$ cat config.mk
export PLATFORM = sky130hd
export DESIGN_NAME = utf8_decode_with_replacement_unit
export DESIGN_NICKNAME = d
export VERILOG_FILES = /design/src/design/udr_pkg.sv /design/src/design/udr_ctrl.sv /design/src/design/udr_datapath.sv /design/src/design/utf8_decode_with_replacement_unit.sv
export VERILOG_INCLUDE_DIRS = /design/src /design/src/design
export SDC_FILE = /design/constraint.sdc
export NUM_CORES = 1
export LEC_CHECK = 0
export BUFFER_PORTS_ARGS = -buffer_cell sky130_fd_sc_hd__clkbuf_2
export CAP_MARGIN = 15
export CORE_ASPECT_RATIO = 2
export CORE_UTILIZATION = 45
export DETAILED_ROUTE_END_ITERATION = 6
export PLACE_DENSITY = 0.66
export REMOVE_ABC_BUFFERS = 1
export SETUP_SLACK_MARGIN = 0.5
export SYNTH_ARGS = -nofsm -noshare
export SYNTH_HDL_FRONTEND = slang
export SYNTH_SLANG_ARGS = --single-unit
$ cat constraint.sdc
create_clock -name clk -period 4.85 [get_ports clk]
set_input_delay 0.485 -clock clk [delete_from_list [all_inputs] [get_ports clk]]
set_output_delay 0.485 -clock clk [all_outputs]
set_load 0.05 [all_outputs]
$ cat src/design/assert_macros.svh
// Assertion macros shared by the RTL files.
// Each macro checks a property on the rising edge of the given clock and is
// switched off while the given reset is high.
`ifndef ASSERT_MACROS_SVH
`define ASSERT_MACROS_SVH

`ifndef SYNTHESIS

// The consequent must hold in the same cycle as the antecedent.
`define ASSERT_SAME(label, clk, rst, ante, cons) \
  label: assert property (@(posedge clk) disable iff (rst) (ante) |-> (cons)) \
    else $error("assertion failed");

// The consequent must hold in the cycle after the antecedent.
`define ASSERT_NEXT(label, clk, rst, ante, cons) \
  label: assert property (@(posedge clk) disable iff (rst) (ante) |=> (cons)) \
    else $error("assertion failed");

`else

`define ASSERT_SAME(label, clk, rst, ante, cons)
`define ASSERT_NEXT(label, clk, rst, ante, cons)

`endif

`endif

$ cat src/design/udr_pkg.sv
`default_nettype none

package udr_pkg;

  // Byte counts and code point limits.
  localparam int unsigned BUF_DEPTH = 4;
  localparam int unsigned CP_WIDTH  = 21;

  localparam logic [CP_WIDTH-1:0] REPLACEMENT_CP = 21'h00FFFD;
  localparam logic [CP_WIDTH-1:0] MIN_CP_2BYTE   = 21'h000080;
  localparam logic [CP_WIDTH-1:0] MIN_CP_3BYTE   = 21'h000800;
  localparam logic [CP_WIDTH-1:0] MIN_CP_4BYTE   = 21'h010000;
  localparam logic [CP_WIDTH-1:0] MAX_CP         = 21'h10FFFF;

  // Controller states.
  typedef enum logic {
    ST_IDLE,
    ST_WORK
  } state_t;

  // Commands from the controller to the datapath.
  typedef struct packed {
    logic load;   // append the accepted word to the byte buffer
    logic step;   // emit one result and consume its bytes
  } cmd_t;

  // Status from the datapath to the controller.
  typedef struct packed {
    logic stop;      // nothing more to emit for the current word
    logic last;      // the result on offer is the last one for this word
    logic out_free;  // the output register can take a result this cycle
  } status_t;

endpackage

`default_nettype wire

$ cat src/design/udr_ctrl.sv
`default_nettype none

module udr_ctrl (
  input  wire logic             clk,
  input  wire logic             rst,
  input  wire logic             in_valid,
  input  wire udr_pkg::status_t sts,
  output logic                  in_stall,
  output udr_pkg::cmd_t         cmd
);
  import udr_pkg::*;

  state_t state;
  state_t state_next;

  // State register.
  always_ff @(posedge clk) begin
    if (rst) begin
      state <= ST_IDLE;
    end else begin
      state <= state_next;
    end
  end

  // Next state: one word is taken in idle, then results are issued until done.
  always_comb begin
    state_next = state;
    unique case (state)
      ST_IDLE: begin
        if (in_valid) begin
          state_next = ST_WORK;
        end
      end
      ST_WORK: begin
        if (sts.stop) begin
          state_next = ST_IDLE;
        end else if (sts.out_free && sts.last) begin
          state_next = ST_IDLE;
        end
      end
    endcase
  end

  // Outputs: accept only in idle and out of reset; in work, step whenever there
  // is a result to emit and the output register has room.
  always_comb begin
    in_stall = 1'b1;
    cmd      = '0;
    unique case (state)
      ST_IDLE: begin
        in_stall = rst;
        cmd.load = in_valid && !rst;
      end
      ST_WORK: begin
        cmd.step = !sts.stop && sts.out_free;
      end
    endcase
  end

endmodule

`default_nettype wire

$ cat src/design/udr_datapath.sv
`default_nettype none
`include "assert_macros.svh"

module udr_datapath (
  input  wire logic                          clk,
  input  wire logic                          rst,
  input  wire logic [7:0]                    data_byte,
  input  wire logic                          final_byte,
  input  wire udr_pkg::cmd_t                 cmd,
  input  wire logic                          out_stall,
  output udr_pkg::status_t                   sts,
  output logic                               out_valid,
  output logic [udr_pkg::CP_WIDTH-1:0]       code_point,
  output logic                               replaced,
  output logic                               run_last,
  output logic                               stream_last
);
  import udr_pkg::*;

  typedef struct packed {
    logic                stop;
    logic                bad;
    logic [CP_WIDTH-1:0] cp;
    logic [2:0]          used;
  } dec_t;

  // Sequence length from the lead byte; zero marks a bad lead.
  function automatic logic [2:0] seq_len(input logic [7:0] b);
    logic [2:0] len;
    priority if (b[7] == 1'b0)      len = 3'd1;
    else if (b[7:5] == 3'b110)      len = 3'd2;
    else if (b[7:4] == 4'b1110)     len = 3'd3;
    else if (b[7:3] == 5'b11110)    len = 3'd4;
    else                            len = 3'd0;
    return len;
  endfunction

  // Decode the sequence at the front of the buffer.
  function automatic dec_t decode(input logic [BUF_DEPTH-1:0][7:0] b,
                                  input logic [2:0] n, input logic fin);
    dec_t                d;
    logic [2:0]          len;
    logic                bad;
    logic [CP_WIDTH-1:0] cp;
    d   = '0;
    len = seq_len(b[0]);
    bad = 1'b0;
    cp  = '0;
    if (n == 3'd0) begin
      d.stop = 1'b1;
    end else if (len == 3'd0) begin
      bad = 1'b1;
    end else if (len == 3'd1) begin
      cp = {13'd0, b[0]};
    end else begin
      for (int i = 1; i < BUF_DEPTH; i++) begin
        if (3'(i) < len && 3'(i) < n && b[i][7:6] != 2'b10) begin
          bad = 1'b1;
        end
      end
      if (!bad && n < len) begin
        if (!fin) begin
          d.stop = 1'b1;
        end else begin
          bad = 1'b1;
        end
      end
      if (!bad && !d.stop) begin
        case (len)
          3'd2: begin
            cp  = {10'd0, b[0][4:0], b[1][5:0]};
            bad = cp < MIN_CP_2BYTE;
          end
          3'd3: begin
            cp  = {5'd0, b[0][3:0], b[1][5:0], b[2][5:0]};
            bad = cp < MIN_CP_3BYTE;
          end
          default: begin
            cp  = {b[0][2:0], b[1][5:0], b[2][5:0], b[3][5:0]};
            bad = (cp < MIN_CP_4BYTE) || (cp > MAX_CP);
          end
        endcase
      end
    end
    d.bad  = bad;
    d.cp   = bad ? REPLACEMENT_CP : cp;
    d.used = (bad || len == 3'd1) ? 3'd1 : len;
    return d;
  endfunction

  logic [BUF_DEPTH-1:0][7:0] buf_bytes;
  logic [2:0]                buf_count;
  logic                      fin;

  dec_t                      dec_cur;
  dec_t                      dec_rem;
  logic [BUF_DEPTH-1:0][7:0] rem_bytes;
  logic [2:0]                rem_count;

  // Decode the front sequence, then look ahead at what remains after it.
  always_comb begin
    dec_cur   = decode(buf_bytes, buf_count, fin);
    rem_bytes = buf_bytes >> {dec_cur.used, 3'b000};
    rem_count = buf_count - dec_cur.used;
    dec_rem   = decode(rem_bytes, rem_count, fin);
  end

  assign sts.stop     = dec_cur.stop;
  assign sts.last     = (rem_count == 3'd0) || dec_rem.stop;
  assign sts.out_free = !out_valid || !out_stall;

  // Byte buffer: held bytes sit at the front, a new word is appended.
  always_ff @(posedge clk) begin
    if (rst) begin
      buf_count <= 3'd0;
    end else if (cmd.load) begin
      buf_count <= buf_count + 3'd1;
    end else if (cmd.step) begin
      buf_count <= rem_count;
    end
  end

  always_ff @(posedge clk) begin
    if (cmd.load) begin
      buf_bytes[buf_count[1:0]] <= data_byte;
      fin                       <= final_byte;
    end else if (cmd.step) begin
      buf_bytes <= rem_bytes;
    end
  end

  // Output register.
  always_ff @(posedge clk) begin
    if (rst) begin
      out_valid <= 1'b0;
    end else if (cmd.step) begin
      out_valid <= 1'b1;
    end else if (!out_stall) begin
      out_valid <= 1'b0;
    end
  end

  always_ff @(posedge clk) begin
    if (cmd.step) begin
      code_point  <= dec_cur.cp;
      replaced    <= dec_cur.bad;
      run_last    <= sts.last;
      stream_last <= sts.last && fin;
    end
  end

  // A result is issued only when there is one and the output has room.
  `ASSERT_SAME(a_step_has_result, clk, rst, cmd.step, !sts.stop && sts.out_free)
  // A new word always finds a free slot in the buffer.
  `ASSERT_SAME(a_load_room, clk, rst, cmd.load, buf_count <= 3'd3)
  // The last result of a final word leaves nothing held.
  `ASSERT_NEXT(a_flush_at_end, clk, rst, cmd.step && sts.last && fin, buf_count == 3'd0)
  // When a result is issued, the buffer holds one to four bytes.
  `ASSERT_SAME(a_count_range, clk, rst, cmd.step, buf_count <= 3'd4 && buf_count != 3'd0)

endmodule

`default_nettype wire

$ cat src/design/utf8_decode_with_replacement_unit.sv
// UTF-8 decoder with replacement character.
// Input channel: one stream byte per word (data_byte) with final_byte set on
// the last byte of a stream; in_valid/in_stall handshake.
// Output channel: one decoded code point per word (code_point), replaced set
// for U+FFFD substitutes, run_last on the last result caused by an input byte
// and stream_last on the last result of a stream; out_valid/out_stall handshake.
// An input byte gives zero to four results. The byte is accepted in idle,
// then the controller issues one result per cycle from the byte buffer while
// the output register has room. A byte is registered in the byte buffer, and
// its first result then in the output register. The datapath makes a single
// decoder step per issued result, and the controller takes a new byte only
// once the last result of the previous byte is issued.
// When the receiver stalls, the output register holds its word and decoding
// pauses; a new byte can still be accepted once the previous one is issued.
// Reset clears the held byte count, the controller state and out_valid, and
// in_stall stays high while reset is asserted.
`default_nettype none

module utf8_decode_with_replacement_unit (
  input  wire logic                    clk,
  input  wire logic                    rst,
  input  wire logic                    in_valid,
  output logic                         in_stall,
  input  wire logic [7:0]              data_byte,
  input  wire logic                    final_byte,
  output logic                         out_valid,
  input  wire logic                    out_stall,
  output logic [udr_pkg::CP_WIDTH-1:0] code_point,
  output logic                         replaced,
  output logic                         run_last,
  output logic                         stream_last
);
  import udr_pkg::*;

  cmd_t    cmd;
  status_t sts;

  // Controller.
  udr_ctrl u_ctrl (
    .clk      (clk),
    .rst      (rst),
    .in_valid (in_valid),
    .sts      (sts),
    .in_stall (in_stall),
    .cmd      (cmd)
  );

  // Datapath with byte buffer, decoder and output register.
  udr_datapath u_datapath (
    .clk         (clk),
    .rst         (rst),
    .data_byte   (data_byte),
    .final_byte  (final_byte),
    .cmd         (cmd),
    .out_stall   (out_stall),
    .sts         (sts),
    .out_valid   (out_valid),
    .code_point  (code_point),
    .replaced    (replaced),
    .run_last    (run_last),
    .stream_last (stream_last)
  );

endmodule

`default_nettype wire
* Word-level counts from Yosys, hierarchy flattened
Index checks and enable logic that the tools add are counted. Widths: inputs -> output; s select.
Cells by class: $add $sub $neg 2, magnitude comparators 20, equal/unequal tests 17, shifts and indexed selects 1, muxes and demuxes 64, bitwise gates (word level) 2, reductions and logical operators 39
Operator list (count):
- $mux 16 | 4
- $mux 32 | 2
- $pmux 21 s2 | 1
- $mux 1 | 41
- $mux 3 | 11
- $bwmux 32 | 1
- $shr 32x6->32 | 1
- $lt 2x3->1 const A | 8
- $gt 21x21->1 const B | 1
- $lt 21x17->1 const B | 1
- $logic_and 1x1->1 | 20
- $demux 8 s2 | 1
- $lt 16x12->1 const B | 1
- $logic_not 3->1 | 4
- $lt 1x3->1 const A | 4
- $ne 2x2->1 const B | 6
- $lt 11x8->1 const B | 1
- $eq 5x5->1 const B | 2
- $eq 4x4->1 const B | 2
- $logic_not 1->1 | 8
- $mux 8 | 1
- $eq 3x1->1 const B | 2
- $eq 3x2->1 const B | 2
- $eq 3x3->1 const B | 2
- 12 further kinds | 18
Storage, ports and cells: register bits 62, input port bits 13, word-level logic and storage cells 159

* Longest topological paths before layout
depth in word-level cells 54, gate-level depth with buffers 27, mapped depth without buffers 25

* Modules after synthesis
A second synthesis with hierarchy kept.
Unflattened totals: cells, all modules 455, area total of the unflattened synthesis 4246.6 µm²
Modules (own cells, without submodules):
- udr_datapath | times used 1, cells each 447, area an instance 4179.0 µm², seq. area each 1791.7 µm²
- udr_ctrl | times used 1, cells each 8, area an instance 67.6 µm², seq. area each 20.0 µm²

* Least setup slack after synthesis
Ideal clock, no wire load.
path type reg-to-reg, from register u_datapath.buf_bytes[5] (netlist name), to register u_datapath.stream_last (data pin), arrival time 4686 ps, required time 4595 ps, path slack -90 ps, cell stages (with the launch flop) 26, buffers on the path 3, cells stage by stage edfxtp_1 buf_2 a21oi_2 inv_2 clkbuf_1 ha_1 a21o_1 a21o_1 nor2_1 o21a_4 o31ai_4 inv_4 buf_2 ha_1 inv_1 fa_1 xnor2_1 xnor2_1 ha_1 inv_1 o311ai_2 a41o_1 o2111a_1 a31oi_1 nor2_2 and2_1
RTL lines:
- start: declaration | RTL line udr_datapath.sv:91 | logic [BUF_DEPTH-1:0][7:0] buf_bytes;
- start signal: indexed assignment | RTL line udr_datapath.sv:125 | buf_bytes[buf_count[1:0]] <= data_byte;
- start signal: assignment | RTL line udr_datapath.sv:128 | buf_bytes <= rem_bytes;
- end signal: assignment | RTL line udr_datapath.sv:148 | stream_last <= sts.last && fin;
- end: declaration | RTL line udr_datapath.sv:16 | output logic stream_last

==> results.json <==
{
  "status": "complete, no violations",
  "cp.required_ns": 5.07,
  "hold_start": "final_byte",
  "dominantRegCellSynth": "edfxtp_1",
  "grt_pass1_wl_um": 18300,
  "cts_tree": "done",
  "start_util": 0.464,
  "yosysSeqAreaShare": 0.451,
  "finalCritPeriodShare": 0.913,
  "max_slew_margin": 0.369,
  "register_area_um2": 1810,
  "ys_ff_latch": 62,
  "worstSetupPathType": "flip-flop to flip-flop",
  "vias": 3702,
  "clk_pin_slew_ns": 0.05,
  "dieHeight_um": 136,
  "clockBufferDepth": 2,
  "row_count": 48,
  "period_needed_ns": 4.43,
  "mostFrequentLayoutCell": "edfxtp_1",
  "startpoint_type": "flip-flop",
  "n_antenna_cell": 0,
  "firstDrtPassIters": 5,
  "min_path_cells": 1,
  "drcViolationCount": 0,
  "syn2layout_area_growth_pct": 25.3,
  "ir_drop_mv": 0.242,
  "fillers": 771,
  "grtUsageTotal": 0.274,
  "synth_cell_type_count": 66,
  "worstSetupEndpointType": "flip-flop",
  "p_leak_nw": 2.01,
  "root_buffer": "clkbuf_16",
  "min_path_type": "primary input to flip-flop",
  "reg2reg_to": "u_ctrl.state",
  "clock_skew_ns": 0.00822,
  "routed_wl_um": 12000,
  "place_hpwl_um": 8740,
  "core_um2": 8650,
  "vias_per_cell": 6.39,
  "synth_warnings": 0,
  "async_reset_ff_frac": 0,
  "numCtsBuffers": 9,
  "power_w": 0.00202,
  "rrSetupSlack_ns": 0.42,
  "gp_congestion": 0.928,
  "setup-violations-final": 0,
  "cts_sinks": 62,
  "timing.fmax_mhz": 226,
  "drv_cap": 0,
  "io_buffer_count": 38,
  "drtAntennaViolNets": 0,
  "grt_setup_unrepaired": "true",
  "power_density_nw_per_um2": 401,
  "layout_common_cells": "57 x edfxtp_1, 49 x nand2_1, 38 x clkbuf_2",
  "crit_fanout": 6,
  "die_x_um": 68.8,
  "netlist_area_um2": 4010,
  "worstMarginPinSlew_ns": 0.946,
  "drt_first_iter_violations": 282,
  "fin_setup_tns_ns": 0,
  "nets": 500,
  "grt_overflow": 0,
  "clk_latency_ns": 0.34,
  "hold_end": "u_datapath.fin",
  "rr_worst_depth": 24,
  "synth_edf_count": 57,
  "worst_r2r_startpoint": "u_datapath.buf_bytes[5]",
  "die_area_um2": 9320,
  "grt_pass1_vias": 3496,
  "hold_violations": 0,
  "grt_start_max_net_pins": 33,
  "antenna_found_initial": 0,
  "netlist_instances": 407,
  "drv_slew": 0,
  "syn_avg_cell_area_um2": 9.86,
  "multiInputGateArea_um2": 2220,
  "cts_max_level": 3,
  "wl_per_cell_um": 20.7,
  "arrival_ns": 4.65,
  "final_layout_size_suffix_gt1_frac": 0.292,
  "io_pins": 39
}
## state kept, by name, indices dropped and copies added, names as in the netlist
signal,flops
u_datapath.stream_last,1
u_datapath.buf_count,3
u_ctrl.state,1
u_datapath.out_valid,1
u_datapath.fin,1
u_datapath.replaced,1
u_datapath.buf_bytes,32
u_datapath.run_last,1
u_datapath.code_point,21
## through the flow
| stage | area, um2 | setup WS, ns | cells | utilization | hold slack (ns) |
|---|---|---|---|---|---|
| 2_1_floorplan | 3920 | -0.240 | 387 | - | 0.504 |
| 4_1_cts | 4840 | 0.510 | 570 | 0.560 | 0.322 |
| 3_3_place_gp | 4390 | 0.344 | 545 | 0.507 | 0.520 |
| 5_1_grt | 5030 | 0.214 | 579 | 0.582 | 0.325 |
| 6_report | 5030 | 0.421 | 579 | 0.582 | 0.324 |
| 3_5_place_dp | 4390 | 0.235 | 545 | 0.507 | 0.520 |
## synth_stat cells, types with 3 or more instances
cell type | count | area (um2)
a21o_1 | 4 | 30.0
a21oi_1 | 21 | 105
a221o_1 | 6 | 60.1
a22o_1 | 14 | 123
a22oi_1 | 11 | 82.6
and2_1 | 7 | 43.8
and3_1 | 11 | 68.8
buf_1 | 5 | 18.8
clkbuf_1 | 10 | 37.5
dfxtp_1 | 5 | 100
edfxtp_1 | 57 | 1710
ha_1 | 11 | 138
inv_1 | 13 | 48.8
mux2i_1 | 18 | 180
nand2_1 | 51 | 191
nand2b_1 | 12 | 75.1
nand3_1 | 8 | 40.0
nor2_1 | 18 | 67.6
nor2b_1 | 5 | 31.3
nor3_1 | 6 | 30.0
o211ai_1 | 3 | 22.5
o21ai_0 | 37 | 185
o221ai_1 | 3 | 26.3
o22ai_1 | 9 | 56.3
o31ai_1 | 9 | 67.6
or2_2 | 5 | 31.3
## how the worst max path moves through the flow
| stage | startpoint | endpoint | slack, ns | cells after the start |
|---|---|---|---|---|
| 2_1_floorplan | u_datapath.buf_bytes[7] | u_datapath.stream_last | -0.24 | 21 |
| 4_1_cts | u_datapath.buf_bytes[4] | u_datapath.stream_last | 0.51 | 20 |
| 5_1_grt | u_datapath.buf_bytes[5] | u_ctrl.state | 0.21 | 24 |
| 3_3_place_gp | u_datapath.buf_bytes[3] | u_datapath.stream_last | 0.34 | 21 |
| 3_5_place_dp | u_datapath.buf_bytes[5] | u_datapath.stream_last | 0.24 | 23 |
| 6_report | u_datapath.buf_bytes[5] | u_ctrl.state | 0.42 | 24 |
## critical path, stage by stage (launching register included)
cell	delay, ns
edfxtp_1	0.45
nand2_1	0.10
or3_4	0.41
ha_4	0.30
and4_4	0.25
nor3_2	0.05
o31ai_2	0.30
and2_4	0.22
buf_8	0.13
buf_6	0.12
buf_4	0.11
mux2i_1	0.20
a21oi_2	0.09
nand2_2	0.14
nor2_4	0.05
ha_1	0.28
inv_2	0.05
a211oi_2	0.18
nand2_1	0.09
nor3b_2	0.17
o2111a_1	0.21
a31oi_1	0.10
nor2_2	0.13
buf_4	0.12
o31ai_2	0.05
## final cells by class
class / count / area share
Multi-Input combinational cell: 308 / 0.442
Clock buffer: 10 / 0.0455
Tap cell: 100 / 0.0249
Inverter: 17 / 0.0132
Clock inverter: 5 / 0.0149
Timing Repair Buffer: 77 / 0.0998
Sequential cell: 62 / 0.360
## timing repair
item	CTS	global route
buffers inserted	10	9
endpoints found under the hold margin	0	0
endpoints found under the setup margin	3	3
hold buffers	0	0
resized for setup	17	31
pin swaps	11	21
cloned	0	0
## routing by layer
metal  share of wire  track usage  routed length, um  up-vias
met1            0.35        0.285               4260     1787
met4           0.072        0.217                869        0
met2            0.53        0.463               6390      165
met3           0.040       0.0421                483       66
met5               0            0                  0        -
li1                -            -                  -     1684
## report_power, final
part / internal, W / switching [W]
Combinational: 0.000290 / 0.000391
Clock: 0.000443 / 0.000223
Sequential: 0.000638 / 0.0000331
## logic make-up (layout without fill, tap and decap cells)
group | after synthesis | after routing | synth area share
AOI/OAI and AO/OA | 141 | 141 | 0.252
xor gates and xnor gates | 3 | 3 | 0.00655
adders and majority gates | 12 | 12 | 0.0393
buffers and inverters | 37 | 109 | 0.0396
DFF | 62 | 62 | 0.451
muxes | 19 | 19 | 0.0477
and+or+nand+nor | 133 | 133 | 0.163
Power figures use the tool's default switching activity.
